## src/design/quoted_command_tokenizer_macros.svh

```systemverilog
// Assertion macros for the quoted command tokenizer.
`ifndef QUOTED_COMMAND_TOKENIZER_MACROS_SVH
`define QUOTED_COMMAND_TOKENIZER_MACROS_SVH

`ifndef SYNTHESIS
// Condition that must hold at every clock edge outside reset.
`define QCT_ASSERT(label, cond) \
  label: assert property (@(posedge clk) disable iff (rst) (cond)) \
    else $error("qct assertion failed");
// Implication checked at every clock edge outside reset.
`define QCT_ASSERT_IMP(label, pre, post) \
  label: assert property (@(posedge clk) disable iff (rst) (pre) |-> (post)) \
    else $error("qct implication failed");
`else
`define QCT_ASSERT(label, cond)
`define QCT_ASSERT_IMP(label, pre, post)
`endif

`endif

```

## src/design/qct_pkg.sv

```systemverilog
// Shared types and constants for the quoted command tokenizer.
`default_nettype none

package qct_pkg;

  localparam int MAX_TOKEN_LEN = 1024;
  localparam int LEN_W         = $clog2(MAX_TOKEN_LEN + 1);
  localparam int SEP_NUM       = 6;
  localparam int SEP_CNT_W     = 3;
  localparam int CFG_IDX_W     = 3;
  localparam int CHAR_W        = 8;

  // Register indexes of the configuration port.
  localparam logic [CFG_IDX_W-1:0] REG_SEP_COUNT = 3'd0;
  localparam logic [CFG_IDX_W-1:0] REG_SEP_CHAR0 = 3'd1;
  localparam logic [CFG_IDX_W-1:0] REG_SEP_CHAR5 = 3'd6;

  localparam logic [SEP_CNT_W-1:0] SEP_COUNT_RST = 3'd2;
  localparam logic [CHAR_W-1:0]    SEP_CHAR0_RST = 8'd32;
  localparam logic [CHAR_W-1:0]    SEP_CHAR1_RST = 8'd9;

  // Character codes.
  localparam logic [CHAR_W-1:0] CH_QUOTE  = 8'h22;
  localparam logic [CHAR_W-1:0] CH_BSLASH = 8'h5C;
  localparam logic [CHAR_W-1:0] CH_LF     = 8'h0A;
  localparam logic [CHAR_W-1:0] CH_CR     = 8'h0D;
  localparam logic [CHAR_W-1:0] CH_TAB    = 8'h09;
  localparam logic [CHAR_W-1:0] CH_BEL    = 8'h07;
  localparam logic [CHAR_W-1:0] CH_LOW_R  = 8'h72;
  localparam logic [CHAR_W-1:0] CH_LOW_N  = 8'h6E;
  localparam logic [CHAR_W-1:0] CH_LOW_T  = 8'h74;
  localparam logic [CHAR_W-1:0] CH_LOW_A  = 8'h61;

  typedef enum logic [3:0] {
    MODE_IDLE  = 4'b0001,
    MODE_PLAIN = 4'b0010,
    MODE_QUOTE = 4'b0100,
    MODE_ESC   = 4'b1000
  } mode_t;

  // Character class of one input byte.
  typedef struct packed {
    logic              is_sep;
    logic              is_quote;
    logic              is_bslash;
    logic              is_eol;
    logic              esc_hit;
    logic [CHAR_W-1:0] esc_char;
  } char_class_t;

endpackage

`default_nettype wire

```

## src/design/qct_classify.sv

```systemverilog
// Byte classifier: separator match, quote and line-end detection, escape decode.
`default_nettype none

module qct_classify (
  input  wire logic [qct_pkg::CHAR_W-1:0]                        in_char,
  input  wire logic [qct_pkg::SEP_CNT_W-1:0]                     sep_count,
  input  wire logic [qct_pkg::SEP_NUM-1:0][qct_pkg::CHAR_W-1:0]  sep_chars,
  output qct_pkg::char_class_t                                   cls
);
  import qct_pkg::*;

  logic [SEP_NUM-1:0] sep_hit;

  // A count of seven enables all six registers, same as six.
  always_comb begin
    for (int i = 0; i < SEP_NUM; i++) begin
      sep_hit[i] = (SEP_CNT_W'(i) < sep_count) && (sep_chars[i] == in_char);
    end
  end

  always_comb begin
    cls.is_sep    = |sep_hit;
    cls.is_quote  = (in_char == CH_QUOTE);
    cls.is_bslash = (in_char == CH_BSLASH);
    cls.is_eol    = (in_char == CH_LF) || (in_char == CH_CR);
    cls.esc_hit   = 1'b1;
    unique case (in_char)
      CH_BSLASH: cls.esc_char = CH_BSLASH;
      CH_QUOTE:  cls.esc_char = CH_QUOTE;
      CH_LOW_R:  cls.esc_char = CH_CR;
      CH_LOW_N:  cls.esc_char = CH_LF;
      CH_LOW_T:  cls.esc_char = CH_TAB;
      CH_LOW_A:  cls.esc_char = CH_BEL;
      default: begin
        cls.esc_hit  = 1'b0;
        cls.esc_char = '0;
      end
    endcase
  end

endmodule

`default_nettype wire

```

## src/design/quoted_command_tokenizer.sv

```systemverilog
// Top level of the quoted command tokenizer.
`default_nettype none
`include "quoted_command_tokenizer_macros.svh"

// Splits a byte stream into tokens, one byte in and one result out per transfer.
// Bytes matching any of the first sep_count separator registers split plain
// tokens; a double quote opens a quoted token in which backslash escapes give
// backslash, quote, CR, LF, TAB or BEL (unknown escapes are dropped), and a
// closing quote, CR or LF ends it, yielding an empty token for an empty pair.
// Each result carries an optional token byte (char_valid/out_char), token_end
// when the current token is complete, and string_done echoing last. Bytes past
// MAX_TOKEN_LEN in one token are dropped. Throughput is one byte per cycle
// while out_stall is low: a byte sits in an input register, is classified
// and folded combinationally into the parse state, and lands in the result
// register. The input register doubles as a skid stage, so a new byte is
// taken while a finished result waits downstream; in_stall rises only when
// both registers are full and out_stall is high. Configuration writes are
// meant for idle periods only.
module quoted_command_tokenizer (
  input  wire logic                            clk,
  input  wire logic                            rst,
  // configuration write port
  input  wire logic                            cfg_we,
  input  wire logic [qct_pkg::CFG_IDX_W-1:0]   cfg_index,
  input  wire logic [qct_pkg::CHAR_W-1:0]      cfg_data,
  // input channel
  input  wire logic                            in_valid,
  output logic                                 in_stall,
  input  wire logic [qct_pkg::CHAR_W-1:0]      in_char,
  input  wire logic                            last,
  // result channel
  output logic                                 out_valid,
  input  wire logic                            out_stall,
  output logic                                 char_valid,
  output logic [qct_pkg::CHAR_W-1:0]           out_char,
  output logic                                 token_end,
  output logic                                 string_done
);
  import qct_pkg::*;

  // configuration registers
  logic [SEP_CNT_W-1:0]            sep_count;
  logic [SEP_NUM-1:0][CHAR_W-1:0]  sep_chars;

  // input register
  logic              s1_valid;
  logic [CHAR_W-1:0] s1_char;
  logic              s1_last;

  // parse state
  mode_t             mode, mode_next;
  logic [LEN_W-1:0]  token_length, token_length_next;

  char_class_t       cls;
  logic              advance;
  logic              append;
  logic [CHAR_W-1:0] append_char;
  logic              cv_next;
  logic [CHAR_W-1:0] oc_next;
  logic              tend_next;

  // Result register free, or being drained this cycle.
  assign advance  = !out_valid || !out_stall;
  assign in_stall = s1_valid && !advance;

  qct_classify u_classify (
    .in_char   (s1_char),
    .sep_count (sep_count),
    .sep_chars (sep_chars),
    .cls       (cls)
  );

  // Parse step for the byte in the input register.
  always_comb begin
    mode_next         = mode;
    token_length_next = token_length;
    append            = 1'b0;
    append_char       = s1_char;
    tend_next         = 1'b0;
    unique case (mode)
      MODE_IDLE: begin
        // quote beats a separator that equals it
        if (cls.is_quote) begin
          mode_next = MODE_QUOTE;
        end else if (!cls.is_sep) begin
          append    = 1'b1;
          mode_next = MODE_PLAIN;
        end
      end
      MODE_PLAIN: begin
        if (cls.is_sep) begin
          tend_next         = 1'b1;
          token_length_next = '0;
          mode_next         = MODE_IDLE;
        end else if (cls.is_quote) begin
          tend_next         = 1'b1;
          token_length_next = '0;
          mode_next         = MODE_QUOTE;
        end else begin
          append = 1'b1;
        end
      end
      MODE_QUOTE: begin
        if (cls.is_quote || cls.is_eol) begin
          tend_next         = 1'b1;
          token_length_next = '0;
          mode_next         = MODE_IDLE;
        end else if (cls.is_bslash) begin
          mode_next = MODE_ESC;
        end else begin
          append = 1'b1;
        end
      end
      MODE_ESC: begin
        mode_next   = MODE_QUOTE;
        append      = cls.esc_hit;
        append_char = cls.esc_char;
      end
      default: begin
        mode_next = MODE_IDLE;
      end
    endcase

    // length cap: extra bytes are dropped, mode still moves
    cv_next = append && (token_length < LEN_W'(MAX_TOKEN_LEN));
    oc_next = cv_next ? append_char : '0;
    if (cv_next) begin
      token_length_next = token_length + LEN_W'(1);
    end

    // end of string: close a non-empty open token, then back to idle
    if (s1_last) begin
      if ((mode_next != MODE_IDLE) && (token_length_next != '0)) begin
        tend_next = 1'b1;
      end
      mode_next         = MODE_IDLE;
      token_length_next = '0;
    end
  end

  always_ff @(posedge clk) begin
    if (rst) begin
      sep_count    <= SEP_COUNT_RST;
      sep_chars    <= {{((SEP_NUM - 2) * CHAR_W){1'b0}}, SEP_CHAR1_RST, SEP_CHAR0_RST};
      s1_valid     <= 1'b0;
      out_valid    <= 1'b0;
      mode         <= MODE_IDLE;
      token_length <= '0;
    end else begin
      if (cfg_we) begin
        if (cfg_index == REG_SEP_COUNT) begin
          sep_count <= cfg_data[SEP_CNT_W-1:0];
        end else if (cfg_index <= REG_SEP_CHAR5) begin
          sep_chars[cfg_index - REG_SEP_CHAR0] <= cfg_data;
        end
      end
      if (!in_stall) begin
        s1_valid <= in_valid;
      end
      if (advance) begin
        out_valid <= s1_valid;
        if (s1_valid) begin
          mode         <= mode_next;
          token_length <= token_length_next;
        end
      end
    end
  end

  // payload registers
  always_ff @(posedge clk) begin
    if (in_valid && !in_stall) begin
      s1_char <= in_char;
      s1_last <= last;
    end
    if (advance && s1_valid) begin
      char_valid  <= cv_next;
      out_char    <= oc_next;
      token_end   <= tend_next;
      string_done <= s1_last;
    end
  end

  `QCT_ASSERT(a_len_cap, token_length <= LEN_W'(MAX_TOKEN_LEN))
  `QCT_ASSERT_IMP(a_idle_len_zero, mode == MODE_IDLE, token_length == '0)
  `QCT_ASSERT_IMP(a_stall_only_full, in_stall, s1_valid && out_valid && out_stall)
  `QCT_ASSERT_IMP(a_char_in_token, out_valid && char_valid && !string_done, mode != MODE_IDLE)
  `QCT_ASSERT_IMP(a_zero_no_char, out_valid && !char_valid, out_char == '0)

endmodule

`default_nettype wire

```

## config.mk

```make
export PLATFORM = sky130hd
export DESIGN_NAME = quoted_command_tokenizer
export DESIGN_NICKNAME = d
export VERILOG_FILES = /design/src/design/qct_pkg.sv /design/src/design/qct_classify.sv /design/src/design/quoted_command_tokenizer.sv
export VERILOG_INCLUDE_DIRS = /design/src /design/src/design
export SDC_FILE = /design/constraint.sdc
export NUM_CORES = 1
export LEC_CHECK = 0
export ABC_AREA = 1
export BUFFER_PORTS_ARGS = -buffer_cell sky130_fd_sc_hd__buf_2
export CORE_MARGIN = 5
export CORE_UTILIZATION = 35
export CTS_CLUSTER_DIAMETER = 60
export CTS_CLUSTER_SIZE = 24
export DETAILED_ROUTE_END_ITERATION = 8
export PLACE_DENSITY_LB_ADDON = 0.12
export SLEW_MARGIN = 40
export SYNTH_ARGS = -nofsm -noshare
export SYNTH_HDL_FRONTEND = slang
export SYNTH_SLANG_ARGS = --single-unit
```

## constraint.sdc

```tcl
create_clock -name clk -period 3 [get_ports clk]
set_input_delay 0.15 -clock clk [delete_from_list [all_inputs] [get_ports clk]]
set_output_delay 0.15 -clock clk [all_outputs]
set_load 0.05 [all_outputs]
```

Word level (Yosys, flattened, before mapping)
Cells that the tools add are included.

Register bits: 88. Bits of input ports: 25.

$add $sub $neg: 2. $lt $le $gt $ge: 10. Equal/unequal tests: 19. Multiplexer cells: 33. Bitwise logic cells: 1. Reduce and logical (&&, ||, !) cells: 26.

Operators by type and width (number): 11-bit two-way mux (5); 48-bit bitwise mux (1); 8-bit equality test (6); 7-bit case mux with 6 select lines (1); 8-bit by 7-bit equality test with 1-bit output, second input constant (5); 4-bit two-way mux (7); 8-bit demux with 3-bit select (1); 11-bit case mux with 2 select lines (1); 8-bit by 4-bit equality test with 1-bit output, second input constant (2); 8-bit two-way mux (2); 4-bit case mux with 4 select lines (1); 1-bit logical AND (12); 1-bit two-way mux (12); 6-bit OR reduction (2); 11-bit by 1-bit adder with 11-bit output, second input constant (1); 11-bit < comparator, second input constant (1); 11-bit nonzero test (1); 8-bit by 6-bit equality test with 1-bit output, second input constant (1); 1-bit by 3-bit < comparator with 1-bit output, first input constant (2); 2-bit by 3-bit < comparator with 1-bit output, first input constant (2); 3-bit < comparator, first input constant (2); 4-bit by 1-bit equality test with 1-bit output, second input constant (1); 4-bit by 2-bit equality test with 1-bit output, second input constant (1); 4-bit by 3-bit equality test with 1-bit output, second input constant (1); 14 further kinds (20).

Longest topological paths before layout
Depth after elaboration: 12. Depth in mapped cells: 21.

By module
From an unflattened synthesis, not the netlist that was laid out.

Cell total of the unflattened synthesis: 692. Area, all modules: 4897.2 µm².

By module, submodules not included: quoted_command_tokenizer (instances 1, cells each 497, area each 3802.4 µm², seq. area each 1961.9 µm²); qct_classify (instances 1, cells each 195, area each 1094.8 µm², seq. area each 0.0 µm²).

Worst setup path before layout
Ideal clock, no wire load.

Path kind: flip-flop to flip-flop. Start: reg out_valid. End: reg mode[3]. Setup time: 70 ps. Data arrival time: 2214 ps. Required time: 2930 ps. Slack: 716 ps. Cell stages (with the launch flop): 9. Clock period less this slack: 2284 ps. Cell sequence: dfxtp_1 -> nand2_1 -> inv_1 -> nor2_1 -> inv_1 -> nor2_1 -> clkbuf_1 -> nand3_1 -> a21oi_1.

Longest elaborated chain between the ends: 3.

Ends and longest elaborated chain: start: declaration (line quoted_command_tokenizer.sv:32) `output logic out_valid,`; start signal: assignment (line quoted_command_tokenizer.sv:161) `out_valid <= s1_valid;`; 1-bit zero test (line quoted_command_tokenizer.sv:63) `assign advance = !out_valid || !out_stall;`; 1-bit logical OR (line quoted_command_tokenizer.sv:63); 2-bit AND reduction (no source line); end signal: assignment (line quoted_command_tokenizer.sv:163) `mode <= mode_next;`; end: declaration (line quoted_command_tokenizer.sv:51) `mode_t mode, mode_next;`.

Every way passes these cells. A chain may end at the register's enable or synchronous reset.

Worst setup path in the final report
Start: reg s1_char[2]. End: reg token_end (data pin).

Longest elaborated chain between the ends: 12. Elaborated cells on any way between the ends: 54.

Ends and longest elaborated chain: start: declaration (line quoted_command_tokenizer.sv:47) `logic [CHAR_W-1:0] s1_char;`; start signal: assignment (line quoted_command_tokenizer.sv:173) `s1_char <= in_char;`; 8-bit equality test (line qct_classify.sv:17) `sep_hit[i] = (SEP_CNT_W'(i) < sep_count) && (sep_chars[i] == in_char);`; 1-bit logical AND (line qct_classify.sv:17); 6-bit OR reduction (line qct_classify.sv:22) `cls.is_sep = |sep_hit;`; 1-bit two-way mux (line quoted_command_tokenizer.sv:85) `end else if (!cls.is_sep) begin`; 1-bit two-way mux (line quoted_command_tokenizer.sv:83) `if (cls.is_quote) begin`; 1-bit case mux with 4 select lines (line quoted_command_tokenizer.sv:80) `unique case (mode)`; 1-bit logical AND (line quoted_command_tokenizer.sv:125) `cv_next = append && (token_length < LEN_W'(MAX_TOKEN_LEN));`; 11-bit two-way mux (line quoted_command_tokenizer.sv:127) `if (cv_next) begin`; 11-bit nonzero test (line quoted_command_tokenizer.sv:133) `if ((mode_next != MODE_IDLE) && (token_length_next != '0)) begin`; 1-bit logical AND (line quoted_command_tokenizer.sv:133); 1-bit two-way mux (line quoted_command_tokenizer.sv:133); 1-bit two-way mux * (line quoted_command_tokenizer.sv:132) `if (s1_last) begin`; via tend_next (line quoted_command_tokenizer.sv:60) `logic tend_next;`; end signal: assignment (line quoted_command_tokenizer.sv:179) `token_end <= tend_next;`; end: declaration (line quoted_command_tokenizer.sv:36) `output logic token_end,`.

The timed path passes the listed nets; every way through them passes the cells marked *.

==> results.json <==
{
  "status": "finished, final reports clean",
  "viasPerCell": 4.91,
  "drt_iter0_markers": 414,
  "diodes": 0,
  "fin_cells": 977,
  "skew_ps": 9.43,
  "cp_num_cells": 18,
  "syn_avg_cell_area_sq_um": 6.82,
  "cts.sinks": 88,
  "worstHoldStart": "in_char[0]",
  "layout_commonest_cell": "nand2_1",
  "min_path_cells": 1,
  "async_flop_share_pct": 0,
  "slew_headroom_pct": 68.8,
  "synth_edf_count": 20,
  "clkSlewWorstSetupHoldPaths_ps": 70,
  "ys.warnings.count": 0,
  "cp_cell_sequence": "inv_4, nand2_2, nor2_2, nand2_4, inv_2, a21oi_4, nand2_4, nor2_4, a21oi_2, nand2_2, nand2_8, nand2_1, nand2_1, nand2_1, nor2_1, nand3_1, nand2_1, nand2_1",
  "initial_core_util_pct": 35.9,
  "ctsRootBufferMaster": "clkbuf_16",
  "die_h_um": 130,
  "powerDensity_nw_per_um2": 485,
  "p_seq_share_pct": 45.3,
  "hpwl_um": 10900,
  "path_common_cell": "nand2_1",
  "cts_buffers": 9,
  "grt.total_usage_pct": 17.9,
  "grt_max_degree": 52,
  "hold-path-endpoint": "s1_char[0]$_DFFE_PP_",
  "fin_crit_ps": 2760,
  "nets": 821,
  "routed_wl_um": 14600,
  "dr.pass1.iters": 5,
  "fmax_mhz": 362,
  "end_kind": "flip-flop",
  "r2r_cells": 18,
  "synthCells": 737,
  "finalInstanceArea_sq_um": 5900,
  "portBuffers": 37,
  "required_ps": 3100,
  "drt-wirelength-per-cell_um": 14.9,
  "core_area_sq_um": 14000,
  "power_switching_uw": 750,
  "clock_latency_ps": 340,
  "arrival_ps": 2860,
  "row_count": 43,
  "ys_seq_area_share_pct": 39.0,
  "dp_cells": 940,
  "drive_gt1_share_pct": 14.1,
  "antenna_found_initial": 0,
  "power.total_uw": 2860,
  "cts_tree": "done",
  "swShare_pct": 26.2,
  "p_leak_uw": 0.00259,
  "power.internal_uw": 2110,
  "drc": 0,
  "critical_path.top_delay_family": "simple AND/OR/NAND/NOR gates",
  "grt_pass1_wl_um": 23500,
  "r2r_slack_ps": 240,
  "final_cell_mix": "nand2_1, nor2_1, inv_1",
  "cts_max_path_buffers": 2,
  "slew_viol_final": 0,
  "critical_path_buf_inv_count": 2,
  "gp_congestion": 0.864,
  "drtAntennaViolNets": 0,
  "slowest_stage": "edfxtp_1",
  "synth_cell_types": 38,
  "synth_nets": 766,
  "fp.dieW_um": 130,
  "io_pins": 38,
  "reg2reg_to": "token_end$_DFFE_PP_",
  "grt-ovfl-total": 0,
  "tns_ps": 0,
  "combPwrFrac_pct": 13.5,
  "pwr-share-clk_pct": 41.2,
  "crit_type": "flip-flop to flip-flop",
  "synth_area_sq_um": 5030,
  "first_global_vias": 4452,
  "drv_cap": 0,
  "htree_levels": 3,
  "tightestPinTransition_ps": 462,
  "place_area_sq_um": 5400,
  "period_share_pct": 92.0,
  "syn2layout_area_growth_pct": 17.4,
  "slowest_delay_ps": 520,
  "setup_viol": 0,
  "r2r-start": "s1_char[2]$_DFFE_PP_",
  "hold_viol_final": 0,
  "die_area_sq_um": 16900,
  "detailroute.via_count": 4793,
  "start_kind": "flip-flop",
  "min_path_type": "input port to flip-flop",
  "synth-seq-cells": 88,
  "synth-main-ff-cell": "dfxtp_1",
  "vdd_ir_drop_max_uv": 259,
  "worstPathMaxFanout": 19,
  "rsz0062_at_grt": "no"
}
worst max-delay path by stage:
stage                            from              endpoint  slack, ps
2_1_floorplan  out_valid$_SDFFE_PP0N_  mode[3]$_SDFFE_PP0P_        720
3_3_place_gp     s1_char[6]$_DFFE_PP_   token_end$_DFFE_PP_        -80
3_5_place_dp     s1_char[6]$_DFFE_PP_   token_end$_DFFE_PP_        -80
4_1_cts          s1_char[3]$_DFFE_PP_   token_end$_DFFE_PP_         30
5_1_grt          s1_char[2]$_DFFE_PP_   token_end$_DFFE_PP_         30
6_report         s1_char[2]$_DFFE_PP_   token_end$_DFFE_PP_        240
area by class of cell:
class / instances / area [sq um]
Clock inverter: 2 / 15.0
Tap cell: 180 / 225
Sequential cell: 88 / 1960
Clock buffer: 14 / 308
Timing Repair Buffer: 77 / 503
Multi-Input combinational cell: 529 / 2550
Fill cell: 1481 / 8090
Inverter: 87 / 339
layer usage:
metal,GRT usage (%),vias to the layer above,part of all wire [%]
li1,-,2480,-
met3,2.50,22,4.9
met1,26.7,2181,51
met5,0,-,0
met2,26.1,110,42
met4,6.91,0,2.0
worst register-to-register path: cells and delay by family, from the launching register on:
kind	cells	cell delay (ps)
buffers and inverters	2	380
AOI/OAI and AO/OA	2	220
DFF	1	520
and+or+nand+nor	14	1390
power groups by stage:
stage / Sequential, uW / Combinational, uW / Clock (uW)
final: 1300 / 386 / 1180
after global routing: 1300 / 430 / 1260
after CTS: 1300 / 370 / 1210
after detailed placement: 1330 / 353 / 0
after global placement: 1330 / 353 / 0
after floorplan: 1340 / 237 / 0
synthesized netlist by cell type, types with 2 or more instances:
cell	instances	share of area (%)
a211oi_1	2	0.30
a21oi_1	46	4.6
buf_2	4	0.40
buf_4	5	0.75
buf_6	5	1.1
clkbuf_1	19	1.4
dfxtp_1	68	27
edfxtp_1	20	12
ha_1	4	1.0
inv_1	77	5.7
inv_2	4	0.30
inv_4	5	0.62
nand2_1	170	13
nand2_2	5	0.62
nand2_4	3	0.67
nand3_1	46	4.6
nand3b_1	2	0.30
nand4_1	20	2.5
nor2_1	120	9.0
nor2_2	2	0.25
nor3_1	9	0.90
nor3_2	2	0.40
o211ai_1	4	0.60
o21ai_0	56	5.6
or2_2	2	0.25
xnor2_1	18	3.1
xor2_1	8	1.4
logic make-up after synthesis:
logic type	synth area share, %
compound gates	12.3
xor+xnor	4.53
simple gates	32.8
fa+ha+maj	0.995
flops	39.0
buf+inv	10.4
registers in the layout (all words and copies together), names as in the netlist:
| register | flops |
|---|---|
| s1_valid | 1 |
| string_done | 1 |
| s1_last | 1 |
| char_valid | 1 |
| sep_chars | 48 |
| s1_char | 8 |
| out_char | 8 |
| token_end | 1 |
| token_length | 11 |
| mode | 4 |
| sep_count | 3 |
| out_valid | 1 |
per-stage QoR:
step / hold slack [ps] / setup WS, ps / utilization [%]
after global placement: 328 / -75.4 / 38.6
after CTS: 6.21 / 32.5 / 41.5
final: 16.7 / 239 / 42.2
after detailed placement: 328 / -78.3 / 38.6
after floorplan: 249 / 716 / -
after global routing: 15.3 / 34.0 / 42.2
timing repair:
| item | CTS | global route |
|---|---|---|
| setup buffers | 3 | 11 |
| hold buffers | 7 | 0 |
| gates resized for setup | 0 | 1 |
| endpoints found under the setup margin | 1 | 1 |
| hold endpoints to repair | 7 | 0 |
Note: power is estimated with default switching activity, not from simulation.
